## src/rtl/chroma_dc_2x2_hadamard_quant_defines.svh

```systemverilog
// Assertion macros shared by the chroma DC transform and quantizer RTL.
// No dependencies; included by the files that carry assertions.
`ifndef CHROMA_DC_2X2_HADAMARD_QUANT_DEFINES_SVH
`define CHROMA_DC_2X2_HADAMARD_QUANT_DEFINES_SVH

`ifndef NO_ASSERTIONS

// Condition holds in the same cycle as the trigger.
`define CHDQ_ASSERT_SAME(label, clk, rst_n, trig, cond) \
    label: assert property (@(posedge clk) disable iff (!(rst_n)) (trig) |-> (cond)) \
        else $error("assertion failed: same-cycle check");

// Condition holds in the cycle after the trigger.
`define CHDQ_ASSERT_NEXT(label, clk, rst_n, trig, cond) \
    label: assert property (@(posedge clk) disable iff (!(rst_n)) (trig) |=> (cond)) \
        else $error("assertion failed: next-cycle check");

`else

`define CHDQ_ASSERT_SAME(label, clk, rst_n, trig, cond)
`define CHDQ_ASSERT_NEXT(label, clk, rst_n, trig, cond)

`endif

`endif

```

## src/rtl/chdq_pkg.sv

```systemverilog
// Package for the chroma DC 2x2 Hadamard transform and quantizer.
// Holds beat types, mode codes, lane control struct and constant tables.
// No dependencies.
package chdq_pkg;

    localparam int SAMPLE_W  = 16;
    localparam int WIDE_W    = 18;  // Hadamard sums of four 16-bit values
    localparam int QE_W      = 4;   // qp / 6, up to 10
    localparam int QM_W      = 3;   // qp mod 6
    localparam int QP_W      = 6;
    localparam int MODE_W    = 2;
    localparam int CFG_IDX_W = 2;
    localparam int CFG_DAT_W = 6;
    localparam int NORM_W    = 14;
    localparam int PROD_W    = WIDE_W + NORM_W;
    localparam int SUM_W     = PROD_W + 1;
    localparam int QSH_BASE  = 16;
    localparam int QMAG_W    = SUM_W - QSH_BASE;
    localparam int LANES     = 4;

    // Mode register codes.
    localparam logic [MODE_W-1:0] MODE_BOTH   = 2'd0;
    localparam logic [MODE_W-1:0] MODE_XFORM  = 2'd1;
    localparam logic [MODE_W-1:0] MODE_QUANT  = 2'd2;

    // Configuration register indexes.
    localparam logic [CFG_IDX_W-1:0] CFG_MODE = 2'd0;
    localparam logic [CFG_IDX_W-1:0] CFG_QP   = 2'd1;

    typedef logic signed [WIDE_W-1:0] t_wide;

    typedef struct packed {
        logic signed [SAMPLE_W-1:0] sample_0;
        logic signed [SAMPLE_W-1:0] sample_1;
        logic signed [SAMPLE_W-1:0] sample_2;
        logic signed [SAMPLE_W-1:0] sample_3;
    } t_in_beat;

    typedef struct packed {
        logic signed [SAMPLE_W-1:0] coeff_0;
        logic signed [SAMPLE_W-1:0] coeff_1;
        logic signed [SAMPLE_W-1:0] coeff_2;
        logic signed [SAMPLE_W-1:0] coeff_3;
        logic                       overflow;
    } t_out_beat;

    // Quantizer settings that every lane sees.
    typedef struct packed {
        logic            quant;
        logic [QE_W-1:0] qe;
        logic [QM_W-1:0] qm;
    } t_lane_ctrl;

    typedef struct packed {
        logic [QE_W-1:0] qe;
        logic [QM_W-1:0] qm;
    } t_qp_split;

    // Split qp into qp / 6 and qp mod 6 with a row of compares.
    function automatic t_qp_split qp_split(input logic [QP_W-1:0] qp);
        t_qp_split       res;
        logic [QE_W-1:0] qe;
        qe = '0;
        for (int k = 1; k <= 10; k++) begin
            if (int'(qp) >= 6 * k) begin
                qe = QE_W'(k);
            end
        end
        res.qe = qe;
        res.qm = QM_W'(int'(qp) - 6 * int'(qe));
        return res;
    endfunction

    // Norm factor by qp mod 6.
    function automatic logic [NORM_W-1:0] norm_of(input logic [QM_W-1:0] qm);
        logic [NORM_W-1:0] n;
        case (qm)
            3'd0:    n = 14'd13107;
            3'd1:    n = 14'd11916;
            3'd2:    n = 14'd10082;
            3'd3:    n = 14'd9362;
            3'd4:    n = 14'd8192;
            3'd5:    n = 14'd7282;
            default: n = '0;
        endcase
        return n;
    endfunction

    // Rounding offset 2*floor(2^(15+qe)/3) by qp / 6.
    function automatic logic [SUM_W-1:0] offset_of(input logic [QE_W-1:0] qe);
        logic [SUM_W-1:0] o;
        case (qe)
            4'd0:    o = 33'd21844;
            4'd1:    o = 33'd43690;
            4'd2:    o = 33'd87380;
            4'd3:    o = 33'd174762;
            4'd4:    o = 33'd349524;
            4'd5:    o = 33'd699050;
            4'd6:    o = 33'd1398100;
            4'd7:    o = 33'd2796202;
            4'd8:    o = 33'd5592404;
            4'd9:    o = 33'd11184810;
            4'd10:   o = 33'd22369620;
            default: o = '0;
        endcase
        return o;
    endfunction

endpackage

```

## src/rtl/chdq_hadamard.sv

```systemverilog
// First stage: registers the 2x2 Hadamard butterflies, or the raw
// samples sign-extended when the transform is bypassed. Uses chdq_pkg.
module chdq_hadamard
    import chdq_pkg::*;
(
    input  logic      i_clk,
    input  logic      i_rst_n,
    input  logic      i_valid,
    input  logic      i_transform,
    input  t_in_beat  i_block,
    output logic      o_valid,
    output t_wide     o_val [LANES]
);

    t_wide w_s [LANES];
    t_wide w_a, w_b, w_c, w_d;
    t_wide n_val [LANES];
    logic  r_valid;
    t_wide r_val [LANES];

    // Sign-extend the samples.
    always_comb begin
        w_s[0] = t_wide'(i_block.sample_0);
        w_s[1] = t_wide'(i_block.sample_1);
        w_s[2] = t_wide'(i_block.sample_2);
        w_s[3] = t_wide'(i_block.sample_3);
    end

    // Row butterflies, then column butterflies.
    always_comb begin
        w_a = w_s[0] + w_s[1];
        w_b = w_s[2] + w_s[3];
        w_c = w_s[0] - w_s[1];
        w_d = w_s[2] - w_s[3];
        if (i_transform) begin
            n_val[0] = w_a + w_b;
            n_val[1] = w_c + w_d;
            n_val[2] = w_a - w_b;
            n_val[3] = w_c - w_d;
        end else begin
            n_val = w_s;
        end
    end

    // Valid flag.
    always_ff @(posedge i_clk) begin
        if (!i_rst_n) begin
            r_valid <= 1'b0;
        end else begin
            r_valid <= i_valid;
        end
    end

    // Payload needs no reset.
    always_ff @(posedge i_clk) begin
        r_val <= n_val;
    end

    assign o_valid = r_valid;
    assign o_val   = r_val;

endmodule

```

## src/rtl/chdq_lane.sv

```systemverilog
// One quantizer lane: magnitude times norm factor into a register, then
// rounding, shift, sign restore and 16-bit truncation. Uses chdq_pkg.
module chdq_lane
    import chdq_pkg::*;
(
    input  logic                       i_clk,
    input  t_wide                      i_val,
    input  t_lane_ctrl                 i_ctrl,
    output logic signed [SAMPLE_W-1:0] o_coeff,
    output logic                       o_ovf
);

    logic              w_neg;
    logic [WIDE_W-1:0] w_mag;
    logic [PROD_W-1:0] n_prod;
    logic [PROD_W-1:0] r_prod;
    logic              r_neg;
    logic              r_quant;
    logic [QE_W-1:0]   r_qe;
    t_wide             r_raw;
    logic [SUM_W-1:0]  w_sum;
    logic [QMAG_W-1:0] w_q;
    t_wide             w_qs;
    t_wide             w_res;

    // Magnitude times norm factor; the product is registered.
    always_comb begin
        w_neg  = i_val[WIDE_W-1];
        w_mag  = w_neg ? WIDE_W'(-i_val) : WIDE_W'(i_val);
        n_prod = PROD_W'(w_mag) * PROD_W'(norm_of(i_ctrl.qm));
    end

    always_ff @(posedge i_clk) begin
        r_prod  <= n_prod;
        r_neg   <= w_neg;
        r_quant <= i_ctrl.quant;
        r_qe    <= i_ctrl.qe;
        r_raw   <= i_val;
    end

    // Round, shift by 16 + qp/6, restore the sign and pick the result.
    always_comb begin
        w_sum = SUM_W'(r_prod) + offset_of(r_qe);
        w_q   = QMAG_W'(w_sum[SUM_W-1:QSH_BASE] >> r_qe);
        w_qs  = r_neg ? -t_wide'({1'b0, w_q}) : t_wide'({1'b0, w_q});
        w_res = r_quant ? w_qs : r_raw;
    end

    // Truncation loses bits unless the top bits are all sign copies.
    assign o_coeff = w_res[SAMPLE_W-1:0];
    assign o_ovf   = !((w_res[WIDE_W-1:SAMPLE_W-1] == '0) ||
                       (w_res[WIDE_W-1:SAMPLE_W-1] == '1));

endmodule

```

## src/rtl/chroma_dc_2x2_hadamard_quant.sv

```systemverilog
// Top level of the chroma DC 2x2 Hadamard transform and quantizer.
// Uses chdq_pkg, chdq_hadamard, chdq_lane and the assertion macro header.
//
//   channel   ports                              beat
//   input     start, busy, i_block               one 2x2 block of samples
//   result    o_strobe, o_result                 four coefficients, overflow
//   config    i_cfg_we, i_cfg_idx, i_cfg_data    one register write
//
// An item is taken every cycle; busy stays low. The result passes the
// butterfly register, the lane product register and the output
// register. There are four lanes, each with one multiplier.
// Synchronous active-low reset clears the valid pipeline and sets mode 0,
// qp 1. The receiver cannot stall; o_strobe marks each result for one cycle.
`include "chroma_dc_2x2_hadamard_quant_defines.svh"

module chroma_dc_2x2_hadamard_quant
    import chdq_pkg::*;
(
    input  logic                 i_clk,
    input  logic                 i_rst_n,
    input  logic                 start,
    output logic                 busy,
    input  t_in_beat             i_block,
    output logic                 o_strobe,
    output t_out_beat            o_result,
    input  logic                 i_cfg_we,
    input  logic [CFG_IDX_W-1:0] i_cfg_idx,
    input  logic [CFG_DAT_W-1:0] i_cfg_data
);

    logic [MODE_W-1:0]      r_mode;
    logic [QE_W-1:0]        r_qe;
    logic [QM_W-1:0]        r_qm;
    t_qp_split              w_split;
    logic                   w_accept;
    logic                   w_transform;
    t_lane_ctrl             w_ctrl;
    logic                   w_v1;
    t_wide                  w_val [LANES];
    logic                   r_v2;
    logic signed [SAMPLE_W-1:0] w_coeff [LANES];
    logic [LANES-1:0]       w_ovf;
    logic                   r_strobe;
    t_out_beat              n_result;
    t_out_beat              r_result;

    // The pipeline never blocks.
    assign busy     = 1'b0;
    assign w_accept = start && !busy;

    // Configuration registers; qp is kept split into qp/6 and qp mod 6.
    assign w_split = qp_split(i_cfg_data[QP_W-1:0]);

    always_ff @(posedge i_clk) begin
        if (!i_rst_n) begin
            r_mode <= MODE_BOTH;
            r_qe   <= '0;
            r_qm   <= QM_W'(1);
        end else if (i_cfg_we) begin
            case (i_cfg_idx)
                CFG_MODE: r_mode <= i_cfg_data[MODE_W-1:0];
                CFG_QP: begin
                    r_qe <= w_split.qe;
                    r_qm <= w_split.qm;
                end
                default: ;
            endcase
        end
    end

    // Mode 3 acts as transform only.
    always_comb begin
        w_transform  = (r_mode != MODE_QUANT);
        w_ctrl.quant = (r_mode == MODE_BOTH) || (r_mode == MODE_QUANT);
        w_ctrl.qe    = r_qe;
        w_ctrl.qm    = r_qm;
    end

    // Butterfly stage.
    chdq_hadamard u_hadamard (
        .i_clk       (i_clk),
        .i_rst_n     (i_rst_n),
        .i_valid     (w_accept),
        .i_transform (w_transform),
        .i_block     (i_block),
        .o_valid     (w_v1),
        .o_val       (w_val)
    );

    // Four quantizer lanes side by side.
    for (genvar g = 0; g < LANES; g++) begin : g_lane
        chdq_lane u_lane (
            .i_clk   (i_clk),
            .i_val   (w_val[g]),
            .i_ctrl  (w_ctrl),
            .o_coeff (w_coeff[g]),
            .o_ovf   (w_ovf[g])
        );
    end

    // Merge the lanes into one result beat.
    always_comb begin
        n_result.coeff_0  = w_coeff[0];
        n_result.coeff_1  = w_coeff[1];
        n_result.coeff_2  = w_coeff[2];
        n_result.coeff_3  = w_coeff[3];
        n_result.overflow = |w_ovf;
    end

    // Valid pipeline for the lane and output stages.
    always_ff @(posedge i_clk) begin
        if (!i_rst_n) begin
            r_v2     <= 1'b0;
            r_strobe <= 1'b0;
        end else begin
            r_v2     <= w_v1;
            r_strobe <= r_v2;
        end
    end

    always_ff @(posedge i_clk) begin
        r_result <= n_result;
    end

    assign o_strobe = r_strobe;
    assign o_result = r_result;

    // Every beat leaving the lanes is presented in the next cycle.
    `CHDQ_ASSERT_NEXT(a_strobe_follows, i_clk, i_rst_n, r_v2, o_strobe)
    // A result beat always comes from an accepted item, through the butterfly, lane product and output registers.
    `CHDQ_ASSERT_SAME(a_strobe_source, i_clk, i_rst_n, o_strobe, $past(w_accept, 3))
    // A quantized magnitude stays well below 2^15, so quantizing modes never overflow.
    `CHDQ_ASSERT_SAME(a_quant_fits, i_clk, i_rst_n, o_strobe && w_ctrl.quant, !o_result.overflow)

endmodule

```

## config.mk

```make
export PLATFORM = sky130hd
export DESIGN_NAME = chroma_dc_2x2_hadamard_quant
export DESIGN_NICKNAME = d
export VERILOG_FILES = /design/src/rtl/chdq_pkg.sv /design/src/rtl/chdq_hadamard.sv /design/src/rtl/chdq_lane.sv /design/src/rtl/chroma_dc_2x2_hadamard_quant.sv
export VERILOG_INCLUDE_DIRS = /design/src /design/src/rtl
export SDC_FILE = /design/constraint.sdc
export NUM_CORES = 2
export LEC_CHECK = 0
export BUFFER_PORTS_ARGS = -buffer_cell sky130_fd_sc_hd__buf_4
export CELL_PAD_IN_SITES_DETAIL_PLACEMENT = 0
export CELL_PAD_IN_SITES_GLOBAL_PLACEMENT = 1
export CORE_MARGIN = 2
export CORE_UTILIZATION = 36
export CTS_CLUSTER_DIAMETER = 150
export DETAILED_ROUTE_END_ITERATION = 10
export PLACE_DENSITY = 0.66
export SYNTH_ARGS = -nofsm -noshare
export SYNTH_HDL_FRONTEND = slang
export SYNTH_SLANG_ARGS = --single-unit
```

## constraint.sdc

```tcl
create_clock -name i_clk -period 10.1 [get_ports i_clk]
set_clock_uncertainty 0.2 [all_clocks]
set_input_delay 2.02 -clock i_clk [delete_from_list [all_inputs] [get_ports i_clk]]
set_output_delay 2.02 -clock i_clk [all_outputs]
set_load 0.03 [all_outputs]
```

==> impl_metrics.py <==
metrics = {
    "yosys": {
        "syn_area_sq_um": 57700,
        "avgSynthCellArea_sq_um": 8.27,
        "synth-seq-area-share": 0.125,
        "synth.most_common_cell": "inv_1",
        "netlist_top_cells_area": "fa_1, ha_1, dfxtp_1, inv_1, nand2_1",
        "synth-main-ff-cell": "dfxtp_1",
        "synthTopCellsByCount": "inv_1, nand2_1, fa_1",
        "yosysTopAreaCell": "fa_1",
        "ys_ff_latch": 361,
        "synth.distinct_cells": 103,
        "synth_nets": 8432,
        "synthCells": 6975,
        "netlist.area_leader.share": 0.265,
        "synth-edff-count": 0,
        "yosysWarnings": 0,
        "async_flop_share": 0,
    },
    "clock_network": {
        "cts.sinks": 361,
        "htree_num_levels": 2,
        "cts_tree": "built",
        "clock-root-buffer": "clkbuf_16",
        "numCtsBuffers": 46,
        "post_cts_buffers": 0,
        "cts.repair.resized": 0,
        "clk_path_buf_depth": 3,
        "path_clk_slew_ns": 0.07,
        "clkLatencyLatePin_ns": 0.65,
        "postCtsHoldBufs": 0,
    },
    "layout": {
        "fill_cells": 16300,
        "syn_to_final_growth_pct": 9.89,
        "drive_gt1_frac": 0.0741,
        "multi_input_area_sq_um": 45700,
        "nets": 8531,
        "seq_area_sq_um": 7240,
    },
    "critical_path": {
        "worstPathRequired_ns": 10.45,
        "crit_top_cell": "fa_1",
        "critPathMaxFanout": 11,
        "path_class": "flip-flop to flip-flop",
        "crit_path_top_delay_cell": "fa_1",
        "end_kind": "flip-flop",
        "arrival_ns": 9.52,
        "critPathMaxStageDelay_ns": 0.58,
        "crit_buf_inv": 4,
        "cp-start-kind": "flip-flop",
        "crit_family": "adder cells",
    },
    "route": {
        "via_per_inst": 5.48,
        "wl_um": 224000,
        "wl_per_cell_um": 24.4,
        "vias": 50300,
        "drc_errors": 0,
        "dr.pass1.iters": 5,
        "drtIter0Drc": 3953,
        "ant_nets": 0,
    },
    "flow_run": {
        "maxCapViolations": 0,
    },
    "floorplanning": {
        "dieArea_sq_um": 163000,
        "initial_core_util": 0.363,
        "rows": 146,
        "coreArea_sq_um": 159000,
        "chipHeight_um": 404,
        "io-pin-count": 143,
        "chipWidth_um": 404,
    },
    "place": {
        "place.port_buffers": 141,
        "routabilityCongestion": 0.980,
        "dp_hpwl_um": 185000,
    },
    "sta": {
        "period_minus_slack_ns": 9.17,
        "final_hold_viol_count": 0,
        "maxSlewHeadroom": 0.0818,
        "rsz0062_at_grt": "no",
        "drv_slew": 0,
        "finalSetupTns_ns": 0,
        "fmax_mhz": 109,
        "tightest_slew_ns": 1.38,
        "setup_viol": 0,
        "fin_crit_sh": 0.908,
    },
    "grt": {
        "grt_pass1_wl_um": 333000,
        "grt_pass1_vias": 51500,
        "grt_max_degree": 67,
        "antenna_found_initial": 16,
        "globalRouteOverflowTotal": 0,
        "track_usage": 0.274,
    },
    "outcome": {
        "outcome": "finished, final reports clean",
    },
    "min_path": {
        "hp-class": "flip-flop to flip-flop",
    },
}
registers in the layout (all words and copies together), names as in the netlist, named ones only:
register / cells
g_lane.u_lane.r_neg: 4
g_lane.u_lane.r_prod: 124
g_lane.u_lane.r_qe: 4
g_lane.u_lane.r_quant: 1
g_lane.u_lane.r_raw: 68
o_result: 65
o_strobe: 1
r_mode: 2
r_qe: 4
r_qm: 3
r_v2: 1
u_hadamard.o_val: 72
u_hadamard.o_valid: 1
metrics by stage:
stage,area (sq um),utilization,instances,hold slack (ns),setup WS [ns]
floorplan,57700,-,6975,0.129,2.13
global placement,61700,0.389,9098,0.162,1.17
detailed placement,61700,0.389,9098,0.171,1.00
CTS,63400,0.399,9182,0.178,0.960
global route,63400,0.399,9182,0.187,0.330
finish,63400,0.399,9185,0.177,0.927
cell type report:
type / count / share of cell area
Antenna cell: 3 / 0.000118
Clock buffer: 58 / 0.0203
Clock inverter: 26 / 0.00568
Inverter: 1038 / 0.0615
Multi-Input combinational cell: 5325 / 0.721
Sequential cell: 361 / 0.114
Tap cell: 2072 / 0.0409
Timing Repair Buffer: 302 / 0.0362
cell usage in the layout, fill, tap and decap left out, drive strengths merged, types with 58 or more instances in the layout:
cell type | synthesis | final
a21o | 66 | 66
a21oi | 366 | 366
buf | 37 | 302
clkbuf | 214 | 58
dfxtp | 361 | 361
fa | 764 | 764
ha | 617 | 617
inv | 1034 | 1041
nand2 | 872 | 872
nand3 | 94 | 94
nor2 | 685 | 685
nor3 | 105 | 105
o21a | 61 | 61
o21ai | 279 | 279
o21bai | 65 | 65
xnor2 | 269 | 269
xor2 | 116 | 116
worst paths after layout:
path,from,endpoint,slack (ns),cells after the start
setup / recovery,u_hadamard.o_val[0],g_lane[3].u_lane.r_prod[31],0.93,30
setup reg to reg,u_hadamard.o_val[0],g_lane[3].u_lane.r_prod[31],0.93,30
hold / removal,u_hadamard.o_val[1],g_lane[3].u_lane.r_raw[1],0.18,0
hold reg to reg,u_hadamard.o_val[1],g_lane[3].u_lane.r_raw[1],0.18,0
layer usage:
layer	wire length, um	GRT usage	vias to the layer above	share of wire
met2	101000	0.442	1560	0.45
met5	50	0	-	0.00022
met3	13500	0.0380	339	0.060
met1	97700	0.366	25200	0.44
met4	11300	0.119	8	0.051
li1	-	-	23200	-
kinds of logic (layout without fill, tap and decap cells):
| group | count (synthesis) | in the layout | synth area share |
|---|---|---|---|
| AO/OA/AOI/OAI | 1319 | 1319 | 0.151 |
| XOR/XNOR | 385 | 385 | 0.0585 |
| adder cells (fa/ha/maj) | 1382 | 1382 | 0.399 |
| buffers and inverters | 1289 | 1424 | 0.0841 |
| flip-flops | 361 | 361 | 0.125 |
| multiplexers | 76 | 76 | 0.0164 |
| other | 1 | 4 | 0.0000650 |
| AND/OR/NAND/NOR | 2162 | 2162 | 0.166 |
Power is left out: the tool's default activity adds up to more than one toggle a clock period on the data nets, which glitch-free logic cannot reach.
